<file path="src/rtl/core/prt_pkg.sv">
`default_nettype none

package prt_pkg;

    localparam int DEF_COUNT_WIDTH    = 32;
    localparam int DEF_PRESCALE_WIDTH = 16;

    localparam int DATA_WIDTH = 32;

    typedef logic [1:0] t_kind;
    typedef logic [2:0] t_reg_idx;

    // Transaction kinds.
    localparam t_kind KIND_TICK  = 2'd0;
    localparam t_kind KIND_WRITE = 2'd1;
    localparam t_kind KIND_READ  = 2'd2;

    // Register map.
    localparam t_reg_idx REG_CTRL   = 3'd0;
    localparam t_reg_idx REG_STATUS = 3'd1;
    localparam t_reg_idx REG_EVENT  = 3'd2;
    localparam t_reg_idx REG_PSC    = 3'd3;
    localparam t_reg_idx REG_RELOAD = 3'd4;
    localparam t_reg_idx REG_COUNT  = 3'd5;

    // Control register bit positions.
    localparam int CTRL_EN_BIT   = 0;
    localparam int CTRL_OPM_BIT  = 3;
    localparam int CTRL_DOWN_BIT = 4;

    // Status and event register bit positions.
    localparam int STATUS_UIF_BIT = 0;
    localparam int EVENT_UG_BIT   = 0;

endpackage

`default_nettype wire

</file>
<file path="src/rtl/core/prescaled_reload_timer.sv">
// Channel   Valid        Stall        Payload
// input     i_in_valid   o_in_stall   i_kind, i_reg_index, i_write_data
// output    o_out_valid  i_out_stall  o_read_data, o_update_flag, o_counter_running
//
// One transaction per cycle is sustained while the output is not stalled; each
// passes through the input register and then the result register to the output.
// The timer state is updated when the input register hands its transaction on.
// Reset (i_rst_n low, synchronous) empties both registers and puts the timer
// in its reset state. A stall on the output holds the result register, and
// the input register, once full behind it, raises o_in_stall in the same cycle.
`default_nettype none

module prescaled_reload_timer
    import prt_pkg::*;
#(
    parameter int COUNT_WIDTH    = DEF_COUNT_WIDTH,
    parameter int PRESCALE_WIDTH = DEF_PRESCALE_WIDTH
) (
    input  wire logic                  i_clk,
    input  wire logic                  i_rst_n,

    input  wire logic                  i_in_valid,
    output logic                       o_in_stall,
    input  wire t_kind                 i_kind,
    input  wire t_reg_idx              i_reg_index,
    input  wire logic [DATA_WIDTH-1:0] i_write_data,

    output logic                       o_out_valid,
    input  wire logic                  i_out_stall,
    output logic [DATA_WIDTH-1:0]      o_read_data,
    output logic                       o_update_flag,
    output logic                       o_counter_running
);

    // Input register.
    logic                  r_s1_valid;
    t_kind                 r_s1_kind;
    t_reg_idx              r_s1_idx;
    logic [DATA_WIDTH-1:0] r_s1_data;

    // Timer state.
    logic                      r_enable,    n_enable;
    logic                      r_one_pulse, n_one_pulse;
    logic                      r_down,      n_down;
    logic [PRESCALE_WIDTH-1:0] r_psc_set,   n_psc_set;
    logic [PRESCALE_WIDTH-1:0] r_psc_act,   n_psc_act;
    logic [PRESCALE_WIDTH-1:0] r_psc_cnt,   n_psc_cnt;
    logic [COUNT_WIDTH-1:0]    r_reload,    n_reload;
    logic [COUNT_WIDTH-1:0]    r_count,     n_count;
    logic                      r_pending,   n_pending;

    // Result register.
    logic                  r_out_valid;
    logic [DATA_WIDTH-1:0] r_out_data, n_out_data;
    logic                  r_out_flag;
    logic                  r_out_run;

    logic in_accept;
    logic s1_fire;

    assign s1_fire    = r_s1_valid && (!r_out_valid || !i_out_stall);
    assign o_in_stall = r_s1_valid && !s1_fire;
    assign in_accept  = i_in_valid && !o_in_stall;

    always_ff @(posedge i_clk) begin
        if (!i_rst_n) begin
            r_s1_valid <= 1'b0;
        end else if (in_accept) begin
            r_s1_valid <= 1'b1;
        end else if (s1_fire) begin
            r_s1_valid <= 1'b0;
        end
    end

    always_ff @(posedge i_clk) begin
        if (in_accept) begin
            r_s1_kind <= i_kind;
            r_s1_idx  <= i_reg_index;
            r_s1_data <= i_write_data;
        end
    end

    always_comb begin
        n_enable    = r_enable;
        n_one_pulse = r_one_pulse;
        n_down      = r_down;
        n_psc_set   = r_psc_set;
        n_psc_act   = r_psc_act;
        n_psc_cnt   = r_psc_cnt;
        n_reload    = r_reload;
        n_count     = r_count;
        n_pending   = r_pending;
        n_out_data  = '0;

        case (r_s1_kind)
            KIND_TICK: begin
                if (r_enable) begin
                    if (r_psc_cnt >= r_psc_act) begin
                        n_psc_cnt = '0;
                        // A wrap in either direction is an update event.
                        if ((r_down && r_count == '0) || (!r_down && r_count == r_reload)) begin
                            n_count   = r_down ? r_reload : '0;
                            n_pending = 1'b1;
                            n_psc_act = r_psc_set;
                            if (r_one_pulse) begin
                                n_enable = 1'b0;
                            end
                        end else if (r_down) begin
                            n_count = r_count - 1'b1;
                        end else begin
                            n_count = r_count + 1'b1;
                        end
                    end else begin
                        n_psc_cnt = r_psc_cnt + 1'b1;
                    end
                end
            end
            KIND_WRITE: begin
                case (r_s1_idx)
                    REG_CTRL: begin
                        n_enable    = r_s1_data[CTRL_EN_BIT];
                        n_one_pulse = r_s1_data[CTRL_OPM_BIT];
                        n_down      = r_s1_data[CTRL_DOWN_BIT];
                    end
                    REG_STATUS: begin
                        // Writing one leaves the flag alone.
                        if (!r_s1_data[STATUS_UIF_BIT]) begin
                            n_pending = 1'b0;
                        end
                    end
                    REG_EVENT: begin
                        if (r_s1_data[EVENT_UG_BIT]) begin
                            n_count   = r_down ? r_reload : '0;
                            n_psc_cnt = '0;
                            n_psc_act = r_psc_set;
                            n_pending = 1'b1;
                        end
                    end
                    REG_PSC:    n_psc_set = r_s1_data[PRESCALE_WIDTH-1:0];
                    REG_RELOAD: n_reload  = r_s1_data[COUNT_WIDTH-1:0];
                    REG_COUNT:  n_count   = r_s1_data[COUNT_WIDTH-1:0];
                    default: begin
                    end
                endcase
            end
            KIND_READ: begin
                case (r_s1_idx)
                    REG_CTRL: begin
                        n_out_data[CTRL_EN_BIT]   = r_enable;
                        n_out_data[CTRL_OPM_BIT]  = r_one_pulse;
                        n_out_data[CTRL_DOWN_BIT] = r_down;
                    end
                    REG_STATUS: n_out_data[STATUS_UIF_BIT] = r_pending;
                    REG_PSC:    n_out_data = DATA_WIDTH'(r_psc_set);
                    REG_RELOAD: n_out_data = DATA_WIDTH'(r_reload);
                    REG_COUNT:  n_out_data = DATA_WIDTH'(r_count);
                    default:    n_out_data = '0;
                endcase
            end
            default: begin
            end
        endcase
    end

    always_ff @(posedge i_clk) begin
        if (!i_rst_n) begin
            r_enable    <= 1'b0;
            r_one_pulse <= 1'b0;
            r_down      <= 1'b0;
            r_psc_set   <= '0;
            r_psc_act   <= '0;
            r_psc_cnt   <= '0;
            r_reload    <= '1;
            r_count     <= '0;
            r_pending   <= 1'b0;
        end else if (s1_fire) begin
            r_enable    <= n_enable;
            r_one_pulse <= n_one_pulse;
            r_down      <= n_down;
            r_psc_set   <= n_psc_set;
            r_psc_act   <= n_psc_act;
            r_psc_cnt   <= n_psc_cnt;
            r_reload    <= n_reload;
            r_count     <= n_count;
            r_pending   <= n_pending;
        end
    end

    always_ff @(posedge i_clk) begin
        if (!i_rst_n) begin
            r_out_valid <= 1'b0;
        end else if (s1_fire) begin
            r_out_valid <= 1'b1;
        end else if (!i_out_stall) begin
            r_out_valid <= 1'b0;
        end
    end

    always_ff @(posedge i_clk) begin
        if (s1_fire) begin
            r_out_data <= n_out_data;
            r_out_flag <= n_pending;
            r_out_run  <= n_enable;
        end
    end

    assign o_out_valid       = r_out_valid;
    assign o_read_data       = r_out_data;
    assign o_update_flag     = r_out_flag;
    assign o_counter_running = r_out_run;

    // The prescale counter only advances while below its active limit, and
    // the limit only changes together with a counter clear.
    a_psc_bounded: assert property (@(posedge i_clk) disable iff (!i_rst_n)
        r_psc_cnt <= r_psc_act)
        else $error("prescale counter passed its active limit");

    a_stall_needs_item: assert property (@(posedge i_clk) disable iff (!i_rst_n)
        o_in_stall |-> r_s1_valid && r_out_valid)
        else $error("input stalled with no transaction held");

    a_nonread_zero: assert property (@(posedge i_clk) disable iff (!i_rst_n)
        (s1_fire && r_s1_kind != KIND_READ) |=> o_read_data == '0)
        else $error("read data not zero for a non-read transaction");

    a_ug_sets_flag: assert property (@(posedge i_clk) disable iff (!i_rst_n)
        (s1_fire && r_s1_kind == KIND_WRITE && r_s1_idx == REG_EVENT
            && r_s1_data[EVENT_UG_BIT]) |=> (r_pending && o_update_flag))
        else $error("update generation did not raise the flag");

    a_one_pulse_stop: assert property (@(posedge i_clk) disable iff (!i_rst_n)
        (s1_fire && r_s1_kind == KIND_TICK && r_one_pulse && !r_pending && n_pending)
            |=> !r_enable)
        else $error("one-pulse mode kept counting after an update");

endmodule

`default_nettype wire
</file>
<file path="config.mk">
export PLATFORM = sky130hd
export DESIGN_NAME = prescaled_reload_timer
export DESIGN_NICKNAME = d
export VERILOG_FILES = /design/src/rtl/core/prt_pkg.sv /design/src/rtl/core/prescaled_reload_timer.sv
export SDC_FILE = /design/constraint.sdc
export NUM_CORES = 1
export LEC_CHECK = 0
export CAP_MARGIN = 5
export CORE_MARGIN = 1
export CORE_UTILIZATION = 44
export CTS_CLUSTER_SIZE = 14
export DETAILED_ROUTE_END_ITERATION = 12
export DONT_BUFFER_PORTS = 1
export GPL_TIMING_DRIVEN = 1
export PLACE_DENSITY = 0.68
export SETUP_SLACK_MARGIN = 0.5
export SLEW_MARGIN = 20
export SYNTH_ARGS = -nofsm -noshare
export SYNTH_HDL_FRONTEND = slang
export SYNTH_SLANG_ARGS = --single-unit
</file>
<file path="constraint.sdc">
create_clock -name i_clk -period 9.8 [get_ports i_clk]
set_clock_uncertainty 0.05 [all_clocks]
set_input_delay 0.49 -clock i_clk [delete_from_list [all_inputs] [get_ports i_clk]]
set_output_delay 0.49 -clock i_clk [all_outputs]
set_load 0.01 [all_outputs]
</file>
==> summary.log <==
qor: timing.setup_tns 0 ns
qor: detailed_routing.first_pass_iters 5
qor: synthesis.number_of_instances_in_the_synthesized_netlist 1208
qor: synthesis.synth.largest_area_cell sky130_fd_sc_hd__dfxtp_1
qor: clocking.worst_skew_pair.late_latency 0.45 ns
qor: synthesis.synth.avg_cell_area 8.93 sq um
qor: pwr.power.combinational.fraction 4.4%
qor: timing.rsz0062_at_grt no
qor: setup_path.worstSetupPathType reg2reg
qor: setup_path.slowest_stage sky130_fd_sc_hd__dfxtp_2
qor: detailed_routing.vias 8888
qor: clocking.cts.path.max_buffers 2
qor: synthesis.yosys_most_used_dff sky130_fd_sc_hd__dfxtp_1
qor: worst_hold_path.holdCritPathClass in2reg
qor: final_layout.final_net_count 1256
qor: run.cap_viol_max_count 0
qor: clocking.postCtsSetupBuffers 0
qor: detailed_routing.post_route_drc_violation_count 0
qor: placed_design.place.detailed.instances 1467
qor: setup_path.setup.worst_path.start_class flip-flop
qor: timing.maxSlewViolCount 0
qor: worst_hold_path.hold_path.startpoint i_rst_n
qor: timing.max-slew-margin-rel 27.6%
qor: synthesis.ys.warnings.count 0
qor: clocking.tritoncts.num_buffers 17
qor: synthesis.synth_top_area_share 21.9%
qor: synthesis.synth_cell_types 72
qor: global_route.global_route.usage.total 23.9%
qor: synthesis.number_of_enable_type_register_cells_in_the_synthesized_netlist 71
qor: synthesis.postSynthRegisterBits 189
qor: placed_design.post-place-ws 5.73 ns
qor: pwr.power_leakage 4.46 nW
qor: floorplan.std_cell_rows 56
qor: final_layout.commonest_non_fill_non_tap_cells_in_the_layout 186 x sky130_fd_sc_hd__nand2_1, 117 x sky130_fd_sc_hd__dfxtp_1, 90 x sky130_fd_sc_hd__nand3_1, 82 x sky130_fd_sc_hd__nor2_1, 71 x sky130_fd_sc_hd__edfxtp_1
qor: floorplan.fp.dieW 159 um
qor: synthesis.synth_fp_nets 1297
qor: global_route.grt_antenna_before_repair 0
qor: detailed_routing.wl 29000 um
qor: clocking.htree_levels 4
qor: pwr.p_switching 0.402 mW
qor: timing.fin_crit_sh 42.1%
qor: placed_design.dp.final_hpwl 20300 um
qor: pwr.ir_worst_vdd 0.103 mV
qor: pwr.share_clk_of_total_power 43.4%
qor: timing.worst-slew-pin-transition 1.09 ns
qor: floorplan.die_area 0.0251 sq mm
qor: status.outcome finished, final reports clean
qor: setup_path.worst-path-max-fanout 34
qor: setup_path.crit_arrival 4.41 ns
qor: timing.timing_hold_violations_final 0
qor: pwr.post-layout-total-power 1.64 mW
qor: pwr.power_switching_share 24.6%
qor: pwr.power_frac_seq 52.3%
qor: setup_path.worstReg2RegStart r_down
qor: detailed_routing.drtIter0Drc 769
qor: floorplan.die_h 159 um
qor: clocking.clk_root_buffer_cell sky130_fd_sc_hd__clkbuf_16
qor: synthesis.post_synth_instance_area 0.0108 sq mm
qor: setup_path.worstPathCellList buf_4 > nor4b_1 > nand4_1 > nor3_2 > inv_1 > a211oi_2 > o31ai_4 > mux2i_1 > nor2b_1
qor: final_layout.post-route-cell-area 0.0116 sq mm
qor: synthesis.synth-async-reset-ratio 0%
qor: detailed_routing.avgViaCountPerCell 5.93
qor: final_layout.fillCellCount 2258
qor: clocking.postCtsResizedCells 0
qor: final_layout.post_layout_nonfiller_instances 1499
qor: setup_path.cp-end-kind flip-flop
qor: final_layout.share_of_cells_above_drive_strength_1 6.53%
qor: timing.post-route-min-period 4.12 ns
qor: global_route.grt_overflow 0
qor: floorplan.starting_utilization_of_the_core_area 45.4%
qor: setup_path.crit_path_start r_down
qor: placed_design.portBuffers 0
qor: setup_path.crit_path_max_incr_delay 0.78 ns
qor: synthesis.synth-seq-area-share 41.7%
qor: clocking.clock_sink_count 189
qor: detailed_routing.avgRoutedWirePerCell 19.4 um
qor: final_layout.layout-area-overhead-vs-synth 7.81%
qor: synthesis.ys_top_cells_by_area sky130_fd_sc_hd__dfxtp_1 22%, sky130_fd_sc_hd__edfxtp_1 20%, sky130_fd_sc_hd__nand2_1 6.5%, sky130_fd_sc_hd__ha_1 5.5%, sky130_fd_sc_hd__mux2i_1 4.6%
qor: final_layout.diodes 0
qor: clocking.clk_pin_slew_worst_paths 0.08 ns
qor: timing.setup_viol 0
qor: final_layout.layout_commonest_cell sky130_fd_sc_hd__nand2_1
qor: clocking.hold_buffers 0
qor: placed_design.gp_congestion 0.959
qor: setup_path.required 10.09 ns
qor: global_route.number_of_global_route_vias_before_repair 8197
qor: floorplan.floorplan.io_pins 77
qor: placed_design.placed_cell_area 0.0110 sq mm
qor: detailed_routing.detail-route-antenna-nets 0
qor: clocking.clock_tree_from_tritoncts yes
qor: pwr.power.density 141 mW/mm^2
qor: global_route.grt_max_degree 113
qor: global_route.grt_first_pass_wirelength 45800 um
qor: pwr.p_int 1.23 mW
qor: timing.finalWorstSetupSlack 5.68 ns
qor: timing.max_clock_freq 0.243 GHz
qor: floorplan.placeableCoreArea 0.0238 sq mm
-- cell usage after synthesis, drive strengths merged, types with 13 or more instances --
library cell and instances:
mux2i 50, a22oi 15, nor2b 25, a21boi 18, a21o 21, nand4 20, nor2 84, nor3 17
edfxtp 71, mux2 18, xnor2 54, o21ai 60, xor2 13, and3 13, o211ai 16, inv 29
ha 47, nand3 90, clkbuf 60, nand2 186, a21oi 43, dfxtp 118
-- worst paths after layout --
kind / end / slack [ns] / cells after the start
worst min-delay path: r_reload[3] / 0.07 / 1
worst max-delay path: r_psc_act[5] / 5.68 / 9
worst min register to register: r_psc_set[12] / 0.44 / 2
worst max register to register: r_psc_act[5] / 5.68 / 9
-- power by group through the flow --
stage	Combinational [mW]	Clock, mW	Sequential (mW)
4_1_cts	0.0710	0.725	0.855
2_1_floorplan	0.0593	0	0.865
5_1_grt	0.0779	0.754	0.857
3_5_place_dp	0.0709	0	0.873
6_report	0.0715	0.710	0.855
3_3_place_gp	0.0701	0	0.873
-- flip-flops by register name, indices dropped and copies added (netlist names), 2 cells and up --
name and cells:
r_psc_set 16, r_psc_cnt 16, r_psc_act 16, r_reload 32, r_s1_data 32, r_s1_kind 2
r_count 32, o_read_data 32, r_s1_idx 3
-- metal layers --
metal	track usage, %	part of all wire, %	vias to the layer above
met1	33.0	46	4278
met4	8.84	2.5	0
met2	36.7	45	298
met5	0	0	-
met3	4.93	6.0	40
li1	-	-	4272
-- worst max-delay path, delay by kind of cell, from the launching register on --
kind	cells	cell delay, ns
mux	1	0.27
compound gates	2	0.79
flops	1	0.78
simple gates	4	1.29
buf+inv	2	0.80
-- through the flow --
stage,utilization [%],hold slack [ns]
4_1_cts,48.9,0.0620
3_3_place_gp,46.3,0.417
5_1_grt,48.9,0.0596
3_5_place_dp,46.3,0.423
6_report,48.9,0.0697
2_1_floorplan,-,0.406
-- cells by family (layout without fill, tap and decap cells) --
group	Yosys count	count (layout)	share of synthesized area (%)
adder cells (fa/ha/maj)	48	48	5.64
AO/OA/AOI/OAI	257	257	16.4
multiplexers	68	68	6.52
buffers and inverters	100	72	3.82
XOR/XNOR	67	67	5.44
AND/OR/NAND/NOR	479	479	20.5
flip-flops	189	189	41.7
-- layout make-up --
class,count,area [sq um],share of cell area [%]
Clock buffer,21,493,4.24
Clock inverter,11,119,1.02
Inverter,29,109,0.936
Multi-Input combinational cell,919,5930,51.0
Sequential cell,189,4500,38.7
Tap cell,319,399,3.43
Timing Repair Buffer,11,82.6,0.710
(Power assumes the default switching activity.)
